**src/rtl/rmvs_pkg.sv**
```systemverilog
// Shared types and constants for the running mean / variance / standard deviation block.
// Holds field widths, the controller state encoding and the datapath command set.
// No dependencies.
`default_nettype none

package rmvs_pkg;

	localparam int SAMPLE_W = 16;
	localparam int COUNT_W  = 16;
	localparam int SUM_W    = SAMPLE_W + COUNT_W;
	localparam int SQ_W     = 2 * SAMPLE_W + COUNT_W - 1;
	localparam int MUL_W    = 32;
	localparam int PROD_W   = 2 * MUL_W;
	localparam int MEAN_W   = 16;
	localparam int VAR_W    = 31;
	localparam int SD_W     = 16;

	// Iteration counts of the shared divider and the square root unit.
	localparam int MEAN_STEPS = 32;
	localparam int VAR_STEPS  = 31;
	localparam int SQRT_STEPS = 16;
	localparam int ITER_W     = 5;

	localparam logic [VAR_W-1:0] VAR_MAX = '1;

	typedef enum logic [3:0] {
		ST_IDLE,
		ST_UPDATE,
		ST_MUL_LO,
		ST_MUL_HI,
		ST_MUL_SQ,
		ST_MUL_DEN,
		ST_MEAN_INIT,
		ST_MEAN_DIV,
		ST_MEAN_STORE,
		ST_VAR_INIT,
		ST_VAR_DIV,
		ST_VAR_STORE,
		ST_SQRT_INIT,
		ST_SQRT,
		ST_DONE
	} state_t;

	typedef enum logic [3:0] {
		DP_NOP,
		DP_LOAD,
		DP_UPDATE,
		DP_MUL_LO,
		DP_MUL_HI,
		DP_MUL_SQ,
		DP_MUL_DEN,
		DP_MEAN_INIT,
		DP_DIV_STEP,
		DP_MEAN_STORE,
		DP_VAR_INIT,
		DP_VAR_STORE,
		DP_SQRT_INIT,
		DP_SQRT_STEP,
		DP_OUT_LOAD
	} dp_op_t;

	typedef struct packed {
		dp_op_t op;
	} dp_cmd_t;

	typedef struct packed {
		logic var_direct;
	} dp_status_t;

endpackage

`default_nettype wire

```
**src/rtl/rmvs_div.sv**
```systemverilog
// Restoring divider that produces one quotient bit per step.
// Loaded with a partial remainder, a dividend word and a divisor; uses rmvs_pkg.
`default_nettype none

module rmvs_div (
	input  wire logic                         clk,
	input  wire logic                         load,
	input  wire logic                         step,
	input  wire logic [rmvs_pkg::MUL_W-1:0]   rem_init,
	input  wire logic [rmvs_pkg::MUL_W-1:0]   quo_init,
	input  wire logic [rmvs_pkg::MUL_W-1:0]   divisor,
	output logic      [rmvs_pkg::MUL_W-1:0]   quo
);
	import rmvs_pkg::*;

	logic [MUL_W-1:0] rem_q;
	logic [MUL_W-1:0] quo_q;
	logic [MUL_W-1:0] dvs_q;
	logic [MUL_W:0]   trial;
	logic [MUL_W:0]   diff;
	logic             ge;

	// The dividend bits leave quo_q at the top while quotient bits enter at the bottom.
	assign trial = {rem_q, quo_q[MUL_W-1]};
	assign diff  = trial - {1'b0, dvs_q};
	assign ge    = trial >= {1'b0, dvs_q};

	always_ff @(posedge clk) begin
		if (load) begin
			rem_q <= rem_init;
			quo_q <= quo_init;
			dvs_q <= divisor;
		end else if (step) begin
			rem_q <= ge ? diff[MUL_W-1:0] : trial[MUL_W-1:0];
			quo_q <= {quo_q[MUL_W-2:0], ge};
		end
	end

	assign quo = quo_q;

endmodule

`default_nettype wire

```
**src/rtl/rmvs_sqrt.sv**
```systemverilog
// Digit-by-digit integer square root, one root bit per step.
// Sixteen steps give the floor root of a 31-bit word; uses rmvs_pkg.
`default_nettype none

module rmvs_sqrt (
	input  wire logic                         clk,
	input  wire logic                         load,
	input  wire logic                         step,
	input  wire logic [rmvs_pkg::VAR_W-1:0]   radicand,
	output logic      [rmvs_pkg::MUL_W-1:0]   root
);
	import rmvs_pkg::*;

	logic [MUL_W-1:0] v_q;
	logic [MUL_W-1:0] root_q;
	logic [VAR_W-1:0] bit_q;
	logic [MUL_W:0]   trial;
	logic             ge;

	assign trial = {1'b0, root_q} + {2'b0, bit_q};
	assign ge    = {1'b0, v_q} >= trial;

	always_ff @(posedge clk) begin
		if (load) begin
			v_q    <= {1'b0, radicand};
			root_q <= '0;
			bit_q  <= {1'b1, {(VAR_W-1){1'b0}}};
		end else if (step) begin
			if (ge) begin
				v_q    <= v_q - trial[MUL_W-1:0];
				root_q <= (root_q >> 1) + {1'b0, bit_q};
			end else begin
				root_q <= root_q >> 1;
			end
			bit_q <= bit_q >> 2;
		end
	end

	assign root = root_q;

endmodule

`default_nettype wire

```
**src/rtl/rmvs_dp.sv**
```systemverilog
// Datapath: accumulators, one shared 32x32 multiplier, the divider and square root units,
// and the result registers. Driven by commands from rmvs_ctrl; uses rmvs_pkg.
`default_nettype none

module rmvs_dp (
	input  wire logic                               clk,
	input  wire logic                               arst_n,
	input  wire rmvs_pkg::dp_cmd_t                  cmd,
	output rmvs_pkg::dp_status_t                    status,
	input  wire logic signed [rmvs_pkg::SAMPLE_W-1:0] sample,
	output logic signed [rmvs_pkg::MEAN_W-1:0]      mean,
	output logic        [rmvs_pkg::VAR_W-1:0]       variance,
	output logic        [rmvs_pkg::SD_W-1:0]        std_dev,
	output logic        [rmvs_pkg::COUNT_W-1:0]     count,
	output logic                                    full_res
);
	import rmvs_pkg::*;

	logic signed [SAMPLE_W-1:0] sample_q;
	logic [COUNT_W-1:0]         count_q;
	logic signed [SUM_W-1:0]    sum_q;
	logic [SQ_W-1:0]            sumsq_q;
	logic                       full_q;

	logic [PROD_W-1:0]          prod_q;
	logic [PROD_W-1:0]          lhs_q;
	logic [PROD_W-1:0]          diff_q;
	logic                       gt_q;
	logic [MUL_W-1:0]           den_q;
	logic                       neg_q;
	logic [MEAN_W-1:0]          mean_q;
	logic [VAR_W-1:0]           var_q;

	logic [MEAN_W-1:0]          out_mean_q;
	logic [VAR_W-1:0]           out_var_q;
	logic [SD_W-1:0]            out_sd_q;
	logic [COUNT_W-1:0]         out_count_q;
	logic                       out_full_q;

	logic                       is_full;
	logic [SAMPLE_W-1:0]        abs_sample;
	logic [2*SAMPLE_W-1:0]      sq_sample;
	logic [SUM_W-1:0]           mag;
	logic [MUL_W-1:0]           mul_a;
	logic [MUL_W-1:0]           mul_b;
	logic [PROD_W-1:0]          mul_p;
	logic                       var_zero;
	logic                       var_sat;
	logic [MUL_W-1:0]           div_rem_init;
	logic [MUL_W-1:0]           div_quo_init;
	logic [MUL_W-1:0]           div_divisor;
	logic [MUL_W-1:0]           div_quo;
	logic [MUL_W-1:0]           sq_root;

	assign is_full    = count_q == '1;
	assign abs_sample = sample_q[SAMPLE_W-1] ? SAMPLE_W'(-sample_q) : SAMPLE_W'(sample_q);
	assign sq_sample  = abs_sample * abs_sample;
	assign mag        = sum_q[SUM_W-1] ? SUM_W'(-sum_q) : SUM_W'(sum_q);

	// Operand selection for the shared multiplier.
	always_comb begin
		mul_a = '0;
		mul_b = '0;
		case (cmd.op)
			DP_MUL_LO: begin
				mul_a = MUL_W'(count_q);
				mul_b = sumsq_q[MUL_W-1:0];
			end
			DP_MUL_HI: begin
				mul_a = MUL_W'(count_q);
				mul_b = MUL_W'(sumsq_q[SQ_W-1:MUL_W]);
			end
			DP_MUL_SQ: begin
				mul_a = mag;
				mul_b = mag;
			end
			DP_MUL_DEN: begin
				mul_a = MUL_W'(count_q);
				mul_b = MUL_W'(count_q - COUNT_W'(1));
			end
			default: begin
				mul_a = '0;
				mul_b = '0;
			end
		endcase
	end

	assign mul_p = mul_a * mul_b;

	// With the quotient known to fit in 31 bits, the top 32 dividend bits are already
	// below the divisor and can seed the remainder directly.
	assign var_zero          = (count_q < COUNT_W'(2)) || !gt_q;
	assign var_sat           = diff_q[2*MUL_W-2:VAR_W] >= den_q;
	assign status.var_direct = var_zero || var_sat;

	always_comb begin
		if (cmd.op == DP_MEAN_INIT) begin
			div_rem_init = '0;
			div_quo_init = mag;
			div_divisor  = MUL_W'(count_q);
		end else begin
			div_rem_init = diff_q[2*MUL_W-2:VAR_W];
			div_quo_init = {diff_q[VAR_W-1:0], 1'b0};
			div_divisor  = den_q;
		end
	end

	rmvs_div u_div (
		.clk      (clk),
		.load     ((cmd.op == DP_MEAN_INIT) || (cmd.op == DP_VAR_INIT)),
		.step     (cmd.op == DP_DIV_STEP),
		.rem_init (div_rem_init),
		.quo_init (div_quo_init),
		.divisor  (div_divisor),
		.quo      (div_quo)
	);

	rmvs_sqrt u_sqrt (
		.clk      (clk),
		.load     (cmd.op == DP_SQRT_INIT),
		.step     (cmd.op == DP_SQRT_STEP),
		.radicand (var_q),
		.root     (sq_root)
	);

	always_ff @(posedge clk or negedge arst_n) begin
		if (!arst_n) begin
			count_q <= '0;
			sum_q   <= '0;
			sumsq_q <= '0;
			full_q  <= 1'b0;
		end else if (cmd.op == DP_UPDATE) begin
			full_q <= is_full;
			if (!is_full) begin
				count_q <= count_q + COUNT_W'(1);
				sum_q   <= sum_q + SUM_W'(sample_q);
				sumsq_q <= sumsq_q + SQ_W'(sq_sample);
			end
		end
	end

	always_ff @(posedge clk) begin
		case (cmd.op)
			DP_LOAD: begin
				sample_q <= sample;
			end
			DP_MUL_LO: begin
				prod_q <= mul_p;
			end
			DP_MUL_HI: begin
				lhs_q  <= prod_q;
				prod_q <= mul_p;
			end
			DP_MUL_SQ: begin
				lhs_q  <= lhs_q + {prod_q[MUL_W-1:0], {MUL_W{1'b0}}};
				prod_q <= mul_p;
			end
			DP_MUL_DEN: begin
				diff_q <= lhs_q - prod_q;
				gt_q   <= lhs_q > prod_q;
				prod_q <= mul_p;
			end
			DP_MEAN_INIT: begin
				den_q <= prod_q[MUL_W-1:0];
				neg_q <= sum_q[SUM_W-1];
			end
			DP_MEAN_STORE: begin
				mean_q <= neg_q ? MEAN_W'(-div_quo) : div_quo[MEAN_W-1:0];
			end
			DP_VAR_INIT: begin
				if (var_zero) begin
					var_q <= '0;
				end else if (var_sat) begin
					var_q <= VAR_MAX;
				end
			end
			DP_VAR_STORE: begin
				var_q <= div_quo[VAR_W-1:0];
			end
			DP_OUT_LOAD: begin
				out_mean_q  <= mean_q;
				out_var_q   <= var_q;
				out_sd_q    <= sq_root[SD_W-1:0];
				out_count_q <= count_q;
				out_full_q  <= full_q;
			end
			default: begin
			end
		endcase
	end

	assign mean     = out_mean_q;
	assign variance = out_var_q;
	assign std_dev  = out_sd_q;
	assign count    = out_count_q;
	assign full_res = out_full_q;

	// The root of a 31-bit word always fits the 16-bit result.
	a_root_fits: assert property (@(posedge clk) disable iff (!arst_n)
		(cmd.op == DP_OUT_LOAD) |-> (sq_root[MUL_W-1:SD_W] == '0))
		else $error("square root wider than result field");

	// After any accumulate the count is at least one.
	a_count_nonzero: assert property (@(posedge clk) disable iff (!arst_n)
		(cmd.op == DP_UPDATE) |=> (count_q != '0))
		else $error("count zero after accumulate");

	// A variance that goes through the divider starts with a partial remainder below the divisor.
	a_div_seed: assert property (@(posedge clk) disable iff (!arst_n)
		(cmd.op == DP_VAR_INIT && !status.var_direct) |-> (diff_q[2*MUL_W-2:VAR_W] < den_q))
		else $error("variance divider seeded out of range");

endmodule

`default_nettype wire

```
**src/rtl/rmvs_ctrl.sv**
```systemverilog
// Controller: sequences the datapath through accumulate, multiply, divide and square root,
// and owns the input and output handshakes. Uses rmvs_pkg.
`default_nettype none

module rmvs_ctrl (
	input  wire logic                   clk,
	input  wire logic                   arst_n,
	input  wire logic                   in_valid,
	output logic                        in_ready,
	output logic                        out_valid,
	input  wire logic                   out_ready,
	output rmvs_pkg::dp_cmd_t           cmd,
	input  wire rmvs_pkg::dp_status_t   status
);
	import rmvs_pkg::*;

	localparam logic [ITER_W-1:0] MEAN_LAST = ITER_W'(MEAN_STEPS - 1);
	localparam logic [ITER_W-1:0] VAR_LAST  = ITER_W'(VAR_STEPS - 1);
	localparam logic [ITER_W-1:0] SQRT_LAST = ITER_W'(SQRT_STEPS - 1);

	state_t             state_q;
	state_t             state_d;
	logic [ITER_W-1:0]  iter_q;
	logic [ITER_W-1:0]  iter_d;
	logic               out_valid_q;
	logic               out_valid_d;

	always_ff @(posedge clk or negedge arst_n) begin
		if (!arst_n) begin
			state_q     <= ST_IDLE;
			iter_q      <= '0;
			out_valid_q <= 1'b0;
		end else begin
			state_q     <= state_d;
			iter_q      <= iter_d;
			out_valid_q <= out_valid_d;
		end
	end

	always_comb begin
		state_d     = state_q;
		iter_d      = '0;
		cmd.op      = DP_NOP;
		in_ready    = 1'b0;
		out_valid_d = out_valid_q && !out_ready;
		case (state_q)
			ST_IDLE: begin
				in_ready = 1'b1;
				if (in_valid) begin
					cmd.op  = DP_LOAD;
					state_d = ST_UPDATE;
				end
			end
			ST_UPDATE: begin
				cmd.op  = DP_UPDATE;
				state_d = ST_MUL_LO;
			end
			ST_MUL_LO: begin
				cmd.op  = DP_MUL_LO;
				state_d = ST_MUL_HI;
			end
			ST_MUL_HI: begin
				cmd.op  = DP_MUL_HI;
				state_d = ST_MUL_SQ;
			end
			ST_MUL_SQ: begin
				cmd.op  = DP_MUL_SQ;
				state_d = ST_MUL_DEN;
			end
			ST_MUL_DEN: begin
				cmd.op  = DP_MUL_DEN;
				state_d = ST_MEAN_INIT;
			end
			ST_MEAN_INIT: begin
				cmd.op  = DP_MEAN_INIT;
				state_d = ST_MEAN_DIV;
			end
			ST_MEAN_DIV: begin
				cmd.op = DP_DIV_STEP;
				iter_d = iter_q + ITER_W'(1);
				if (iter_q == MEAN_LAST) begin
					iter_d  = '0;
					state_d = ST_MEAN_STORE;
				end
			end
			ST_MEAN_STORE: begin
				cmd.op  = DP_MEAN_STORE;
				state_d = ST_VAR_INIT;
			end
			ST_VAR_INIT: begin
				// Zero or saturated variance needs no division.
				cmd.op  = DP_VAR_INIT;
				state_d = status.var_direct ? ST_SQRT_INIT : ST_VAR_DIV;
			end
			ST_VAR_DIV: begin
				cmd.op = DP_DIV_STEP;
				iter_d = iter_q + ITER_W'(1);
				if (iter_q == VAR_LAST) begin
					iter_d  = '0;
					state_d = ST_VAR_STORE;
				end
			end
			ST_VAR_STORE: begin
				cmd.op  = DP_VAR_STORE;
				state_d = ST_SQRT_INIT;
			end
			ST_SQRT_INIT: begin
				cmd.op  = DP_SQRT_INIT;
				state_d = ST_SQRT;
			end
			ST_SQRT: begin
				cmd.op = DP_SQRT_STEP;
				iter_d = iter_q + ITER_W'(1);
				if (iter_q == SQRT_LAST) begin
					iter_d  = '0;
					state_d = ST_DONE;
				end
			end
			ST_DONE: begin
				// Wait until the result register is free.
				if (!out_valid_q || out_ready) begin
					cmd.op      = DP_OUT_LOAD;
					out_valid_d = 1'b1;
					state_d     = ST_IDLE;
				end
			end
			default: begin
				state_d = ST_IDLE;
			end
		endcase
	end

	assign out_valid = out_valid_q;

	a_done_loads: assert property (@(posedge clk) disable iff (!arst_n)
		(state_q == ST_DONE && !out_valid_q) |=> (out_valid_q && state_q == ST_IDLE))
		else $error("finished item not moved to the result register");

	a_mean_div_len: assert property (@(posedge clk) disable iff (!arst_n)
		(state_q == ST_MEAN_DIV && iter_q == MEAN_LAST) |=> (state_q == ST_MEAN_STORE))
		else $error("mean division did not end after its last step");

	a_var_div_start: assert property (@(posedge clk) disable iff (!arst_n)
		(state_q == ST_VAR_INIT && !status.var_direct) |=> (state_q == ST_VAR_DIV && iter_q == '0))
		else $error("variance division started with a stale step count");

	a_result_source: assert property (@(posedge clk) disable iff (!arst_n)
		$rose(out_valid_q) |-> ($past(state_q) == ST_DONE))
		else $error("result shown without a finished item");

endmodule

`default_nettype wire

```
**src/rtl/running_mean_variance_stddev.sv**
```systemverilog
// Running mean, unbiased sample variance and standard deviation of signed Q8.8 samples.
// Top level: joins the controller rmvs_ctrl and the datapath rmvs_dp; uses rmvs_pkg.
//
// Each accepted item adds one sample to a count, a sum and a sum of squares, and yields one
// result item: the mean truncated toward zero (Q8.8), the variance (Q15.16, zero for a single
// sample, saturated at its field maximum), the floor square root of the variance (Q8.8), the
// count and a full flag. Once the count reaches 65535 further samples are ignored, the flag is
// set and the previous figures repeat. One item at a time is processed; the variance division is
// skipped when the variance needs no division (one sample, or a zero or saturated result). The
// work is done by one shared restoring divider (32 steps for the mean, 31 for the variance) and
// a 16-step square root unit, plus four passes through a single 32x32 multiplier. The result
// sits in an output register, so a new item is taken while the previous result still waits to
// be read.
`default_nettype none

module running_mean_variance_stddev (
	input  wire logic                                 clk,
	input  wire logic                                 arst_n,
	input  wire logic                                 in_valid,
	output logic                                      in_ready,
	input  wire logic signed [rmvs_pkg::SAMPLE_W-1:0] sample,
	output logic                                      out_valid,
	input  wire logic                                 out_ready,
	output logic signed [rmvs_pkg::MEAN_W-1:0]        mean,
	output logic        [rmvs_pkg::VAR_W-1:0]         variance,
	output logic        [rmvs_pkg::SD_W-1:0]          std_dev,
	output logic        [rmvs_pkg::COUNT_W-1:0]       count,
	output logic                                      full_res
);
	import rmvs_pkg::*;

	dp_cmd_t    cmd;
	dp_status_t status;

	rmvs_ctrl u_ctrl (
		.clk       (clk),
		.arst_n    (arst_n),
		.in_valid  (in_valid),
		.in_ready  (in_ready),
		.out_valid (out_valid),
		.out_ready (out_ready),
		.cmd       (cmd),
		.status    (status)
	);

	rmvs_dp u_dp (
		.clk      (clk),
		.arst_n   (arst_n),
		.cmd      (cmd),
		.status   (status),
		.sample   (sample),
		.mean     (mean),
		.variance (variance),
		.std_dev  (std_dev),
		.count    (count),
		.full_res (full_res)
	);

endmodule

`default_nettype wire
```
**config.mk**
```make
export PLATFORM = sky130hd
export DESIGN_NAME = running_mean_variance_stddev
export DESIGN_NICKNAME = d
export VERILOG_FILES = /design/src/rtl/rmvs_pkg.sv /design/src/rtl/rmvs_div.sv /design/src/rtl/rmvs_sqrt.sv /design/src/rtl/rmvs_dp.sv /design/src/rtl/rmvs_ctrl.sv /design/src/rtl/running_mean_variance_stddev.sv
export SDC_FILE = /design/constraint.sdc
export NUM_CORES = 2
export LEC_CHECK = 0
export BUFFER_PORTS_ARGS = -buffer_cell sky130_fd_sc_hd__buf_4
export CAP_MARGIN = 20
export CORE_ASPECT_RATIO = 0.8
export CORE_MARGIN = 2
export CORE_UTILIZATION = 45
export DETAILED_ROUTE_END_ITERATION = 8
export PLACE_DENSITY_LB_ADDON = 0.2
export SETUP_SLACK_MARGIN = 0.05
export SKIP_LAST_GASP = 1
export SYNTH_ARGS = -nofsm -noshare
export SYNTH_HDL_FRONTEND = slang
export SYNTH_SLANG_ARGS = --single-unit
```
**constraint.sdc**
```tcl
create_clock -name clk -period 11.4 [get_ports clk]
set_input_delay 2.28 -clock clk [delete_from_list [all_inputs] [get_ports clk]]
set_output_delay 2.28 -clock clk [all_outputs]
set_load 0.02 [all_outputs]
```
# [Yosys cells after proc, flatten, opt, wreduce, memory -nomap -nowiden]
# Index checks and enable logic that the tools add are counted.
[classes] n_shift=0 n_mux=38 n_bitwise=1 n_mul=2 div_mod_pow=0 eq_ne=38 reduce_logical=22 add_sub_neg=14 order_cmp=5
[ops] operator="two-way mux 32 bit" n=9
[ops] operator="two-way mux 31 bit" n=5
[ops] operator="one-hot mux 32 bit (4 select lines)" n=1
[ops] operator="one-hot mux 64 bit (2 select lines)" n=1
[ops] operator="adder 64 bit" n=1
[ops] operator="greater-than comparator 64 bit" n=1
[ops] operator="multiplier 32 x 32 -> 64 bit" n=1
[ops] operator="one-hot mux 32 bit (2 select lines)" n=1
[ops] operator="subtractor 32 bit" n=2
[ops] operator="subtractor 63 bit" n=1
[ops] operator="one-hot mux 31 bit (2 select lines)" n=1
[ops] operator="one-hot mux 4 bit (15 select lines)" n=1
[ops] operator="== test 4 bit, second input constant" n=14
[ops] operator="one-hot mux 4 bit (14 select lines)" n=1
[ops] operator="two-way mux 16 bit" n=3
[ops] operator="adder 47 x 32 -> 47 bit" n=1
[ops] operator="adder 32 x 31 -> 33 bit" n=1
[ops] operator="greater-or-equal comparator 32 x 33 -> 1 bit" n=1
[ops] operator="greater-or-equal comparator 33 x 32 -> 1 bit" n=1
[ops] operator="adder 31 x 31 -> 32 bit" n=1
[ops] operator="adder 32 x 16 -> 32 bit" n=1
[ops] operator="== test 4 x 3 -> 1 bit, second input constant" n=8
[ops] operator="greater-or-equal comparator 32 bit" n=1
[ops] operator="multiplier 16 x 16 -> 32 bit" n=1
[ops] operator="other kinds (30)" n=61
[word_totals] memories=0 ram_bits=0 wordCells=149 reg_bits=650 romBits=0 output_inout_bits=82 latchBits=0

# [Longest topological paths before layout]
[logic_depth] word_depth=8 depth_mapped=42 depth_no_buf=40

# [Cells and area by module]
# From an unflattened synthesis, not the netlist that was laid out.
[unflattened] cells_unflattened=8639 hier_area_um2=79794.0
[modules_own_cells] mod="rmvs_dp" area_per_inst_um2=65934.5 seq_area_each_um2=13452.9 cells_each=7131 instances=1
[modules_own_cells] mod="rmvs_sqrt" area_per_inst_um2=7056.8 seq_area_each_um2=1911.8 cells_each=851 instances=1
[modules_own_cells] mod="rmvs_div" area_per_inst_um2=6065.8 seq_area_each_um2=2882.8 cells_each=566 instances=1
[modules_own_cells] mod="rmvs_ctrl" area_per_inst_um2=737.0 seq_area_each_um2=250.2 cells_each=91 instances=1

# [Worst setup path after synthesis]
# Ideal clock, no wire load.
[synth_timing] path_type="flip-flop to flip-flop" start="register u_ctrl.state_q[1]" end="register u_dp.prod_q[55], data pin" path_stages_with_launch=31 n_path_buf=4 t_required_ns=11.135 arrival_time_ns=9.622 setup_slack_ns=1.513 period_less_slack_ns=9.887 path_cell_list="dfrtp_1 -> clkbuf_1 -> nand2_1 -> nor3_1 -> clkbuf_1 -> a22oi_1 -> o21ai_0 -> nor2_1 -> clkbuf_1 -> nor2_1 -> fa_1 -> fa_1 -> fa_1 -> inv_1 -> fa_1 -> inv_1 -> fa_1 -> fa_1 -> fa_1 -> fa_1 -> ha_1 -> clkbuf_1 -> nand2_1 -> o211ai_1 -> a31oi_1 -> o311a_1 -> o41ai_2 -> a21oi_1 -> o31ai_1 -> a41oi_1 -> xnor2_1"
[synth_between] elab_chain_cells=7 word_cells_on_any_way=25 cone_classes="1 x mul; 18 x eq/ne; 3 x mux; 3 x reduce/logical"
[synth_rtl] item="from (decl)" line="rmvs_ctrl.sv:21" rtl="state_t state_q;"
[synth_rtl] item="from (signal assigned)" line="rmvs_ctrl.sv:34" rtl="state_q <= state_d;"
[synth_rtl] item="== test 4 x 3 -> 1 bit or == test 4 bit (tied branches)" line="rmvs_ctrl.sv:46" rtl="case (state_q)"
[synth_rtl] item="OR reduction 2 bit (no source line)"
[synth_rtl] item="one-hot mux 4 bit (14 select lines) *" line="rmvs_ctrl.sv:46"
[synth_rtl] item="== test 4 x 2 -> 1 bit or == test 4 x 3 -> 1 bit (tied branches)" line="rmvs_dp.sv:64" rtl="case (cmd.op)"
[synth_rtl] item="OR reduction 3 bit (no source line)"
[synth_rtl] item="one-hot mux 32 bit (2 select lines)" line="rmvs_dp.sv:64"
[synth_rtl] item="multiplier 32 x 32 -> 64 bit *" line="rmvs_dp.sv:88" rtl="assign mul_p = mul_a * mul_b;"
[synth_rtl] item="via u_dp.mul_p[55]" line="rmvs_dp.sv:46" rtl="logic [PROD_W-1:0] mul_p;"
[synth_rtl] item="to (signal assigned)" line="rmvs_dp.sv:148" rtl="prod_q <= mul_p;"
[synth_rtl] item="to (signal assigned)" line="rmvs_dp.sv:152" rtl="prod_q <= mul_p;"
[synth_rtl] item="to (signal assigned)" line="rmvs_dp.sv:156" rtl="prod_q <= mul_p;"
[synth_rtl] item="to (decl)" line="rmvs_dp.sv:25" rtl="logic [PROD_W-1:0] prod_q;"
# The timed path passes the listed nets; every way through them passes the cells marked *.
# A chain may end at the register's enable or synchronous reset.

# [Final worst setup path]
[layout_timing] start="register u_dp.sum_q[7]" end="register u_dp.prod_q[61], data pin"
[layout_between] elab_chain_cells=4 word_cells_on_any_way=5 cone_classes="1 x add/sub; 1 x mul; 3 x mux"
[layout_rtl] item="from (decl)" line="rmvs_dp.sv:21" rtl="logic signed [SUM_W-1:0] sum_q;"
[layout_rtl] item="from (signal assigned)" line="rmvs_dp.sv:136" rtl="sum_q <= sum_q + SUM_W'(sample_q);"
[layout_rtl] item="negation 32 bit" line="rmvs_dp.sv:58" rtl="assign mag = sum_q[SUM_W-1] ? SUM_W'(-sum_q) : SUM_W'(sum_q);"
[layout_rtl] item="two-way mux 32 bit *" line="rmvs_dp.sv:58"
[layout_rtl] item="one-hot mux 32 bit (4 select lines) or one-hot mux 32 bit (2 select lines) (tied branches)" line="rmvs_dp.sv:64"
[layout_rtl] item="multiplier 32 x 32 -> 64 bit *" line="rmvs_dp.sv:88"
[layout_rtl] item="via u_dp.mul_p[61]" line="rmvs_dp.sv:46"
# Marked as above.

==> results.tsv <==
metric	value	unit
outcome	complete, no violations	
synth_top_area_share	28.2	%
maxCapViolCount	0	
min_period	11010	ps
final_cell_mix	inv_1 (1367), fa_1 (1096), nand2_1 (943)	
gp_congestion	0.969	
grt_overflow_total	0	
postLayoutCellArea	0.0841	mm^2
cts_buffers	73	
cts.htree.levels	3	
post-route-drc-count	0	
antenna_found_initial	6	
io_pins	102	
fillerInstances	16300	
portBuffers	101	
required	11770	ps
grt_max_degree	85	
final_common_cell	inv_1	
grt_util_all_layers	27.7	%
ctsHoldBuffers	0	
drtAntennaViolNets	0	
slowest_stage	fa_1	
dp_hpwl	194000	um
crit_path_max_fanout	10	
area_delta_synth_final	8.14	%
path_clk_slew	60	ps
hp-class	flop to flop	
ys_types	101	
fin_skew	59.8	ps
synthFlopType	edfxtp_1	
slew_viol_final	0	
finalSetupViolCount	0	
final_util	49.0	%
nNetsFinal	10100	
yosysTopAreaCell	fa_1	
synthTopCellsByArea	fa_1 (28%), edfxtp_1 (19%), ha_1 (10%)	
whs_endpoint	u_dp.mean[13]	
min_from	u_dp.mean_q[13]	
r2r-start	u_dp.sum_q[7]	
first_pass_iters	8	
powerDensity	62.2	mW/mm^2
crit_path_end_kind	flop	
fp.dieW	469	um
cp_data_arrival_time	11380	ps
timing.final.crit_share	96.6	%
cts_root_buf	clkbuf_16	
hold_viol	0	
leakagePower	39.6	nW
clock.fmax	90.8	MHz
final_cell_count_no_fill	10700	
r2r_end	u_dp.prod_q[61]	
regToRegSetupSlack	390	ps
cts_buffer_depth	3	
num_rows	136	
critical_path_class	flop to flop	
initial_core_util	45.3	%
start_kind	flop	
slowest_delay	680	ps
grt_pass1_vias	60200	
netlist_instances	8304	
synth_seq_cells	650	
slew_headroom	22.6	%
seq_area_frac_synth	23.8	%
async_reset_ff_share	16.3	%
num_vias	60100	
cts_num_sinks	650	
yosys_warnings	0	
routed_via_density	5.64	
cts_tree	done	
synth-edff-count	495	
wire_per_inst	22.7	um
ir_drop	0.0949	mV
place_inst	10500	
die-area	0.176	mm^2
die_h	376	um
rsz0062_at_grt	false	
drt_iter0_drc	6020	
rr_worst_depth	29	
crit_top_cell	fa_1	
worst_pin_slew	1160	ps
synth.avg_cell_area	9.37	um^2
dpl-instance-area	0.0817	mm^2
core	0.172	mm^2
drive_above_1_share	6.12	%
clock_latency	700	ps
drt_wl_total	242000	um
hold_depth	0	
syn_area	0.0778	mm^2
fin_setup_tns	0	ps
grt_pass1_wl	371000	um
## critical path: cells and delay by family (launching register included)
kind / cells / cell delay, ps
xor+xnor: 2 / 780
simple gates: 9 / 2560
flops: 1 / 440
fa+ha+maj: 9 / 4610
buf+inv: 3 / 240
compound gates: 6 / 2040
## layer usage
layer / part of all wire, % / global-route usage [%] / up-vias
li1: - / - / 27100
met1: 44 / 40.1 / 30300
met2: 44 / 41.7 / 2403
met3: 8.9 / 5.63 / 351
met4: 3.4 / 8.67 / 2
met5: 0.0058 / 0 / -
## area by class of cell
class	count	area [um^2]	area share (%)
inverters	1383	5190	6.17
diodes	6	15.0	0.0178
well taps	2277	2850	3.39
flip-flops and latches	650	18500	22.0
clock inverters	37	424	0.504
repair buffers	281	2120	2.52
clock buffers	93	1990	2.37
multi-input cells	5943	53100	63.0
## state kept, by name, summed over array words and instances (netlist names), 4 cells and up
register and flops:
u_ctrl.iter_q 5, u_ctrl.state_q 4, u_dp.count 16, u_dp.count_q 16, u_dp.den_q 32, u_dp.diff_q 63
u_dp.lhs_q 64, u_dp.mean 16, u_dp.mean_q 16, u_dp.prod_q 64, u_dp.sample_q 16, u_dp.std_dev 16
u_dp.sum_q 32, u_dp.sumsq_q 47, u_dp.u_div.dvs_q 32, u_dp.u_div.quo 32, u_dp.u_div.rem_q 32, u_dp.u_sqrt.bit_q 16
u_dp.u_sqrt.root 32, u_dp.u_sqrt.v_q 32, u_dp.var_q 31, u_dp.variance 31
## through the flow
| stage | hold slack, ps | total power, mW | worst slack (ps) |
|---|---|---|---|
| finish | 421 | 5.23 | 390 |
| detailed placement | 405 | 2.85 | 389 |
| global route | 426 | 5.41 | 79.7 |
| global placement | 406 | 2.84 | 555 |
| floorplan | 400 | 2.77 | 1510 |
| CTS | 423 | 5.29 | 278 |
## cells by family after synthesis
group	share of synthesized area (%)
AOI/OAI and AO/OA	11.9
xor gates and xnor gates	4.53
adders and majority gates	38.3
buffers and inverters	8.51
DFF	23.8
muxes	0.103
other	0.00965
and+or+nand+nor	12.8
## worst max-delay path by stage
stage,start,to,slack (ps),depth (start not counted)
floorplan,u_ctrl.state_q[1],u_dp.prod_q[55],1510,30
global placement,u_dp.sum_q[7],u_dp.prod_q[55],550,28
detailed placement,u_dp.sum_q[7],u_dp.prod_q[55],390,28
CTS,u_dp.sum_q[7],u_dp.prod_q[55],280,28
global route,u_dp.sum_q[14],u_dp.prod_q[61],80,34
finish,u_dp.sum_q[7],u_dp.prod_q[61],390,29
## report_power, final
group	total [mW]	leakage [nW]	switching [mW]	internal, mW
Sequential	2.52	5.91	0.0000000000000000126	2.52
Clock	2.43	1.17	1.03	1.40
Combinational	0.280	32.5	0.164	0.115
## synthesized netlist by cell type, types with 54 or more instances
library cell  instances
xnor2_1             203
dfrtp_1             106
fa_1               1096
clkbuf_1            301
ha_1                631
inv_1              1368
nand2b_1             64
o21ai_0             398
nand3_1              91
a21oi_1             359
a21o_1              165
nand2_1             945
o31ai_1              54
xor2_1              198
edfxtp_1            495
nand4_1              58
nor3_1               69
nor2_1              852
## repair_timing
item                       CTS  global route
buffers inserted             0             0
gates resized for setup      0            10
setup endpoints to repair    0             6
Note: power is estimated with default switching activity, not from simulation.
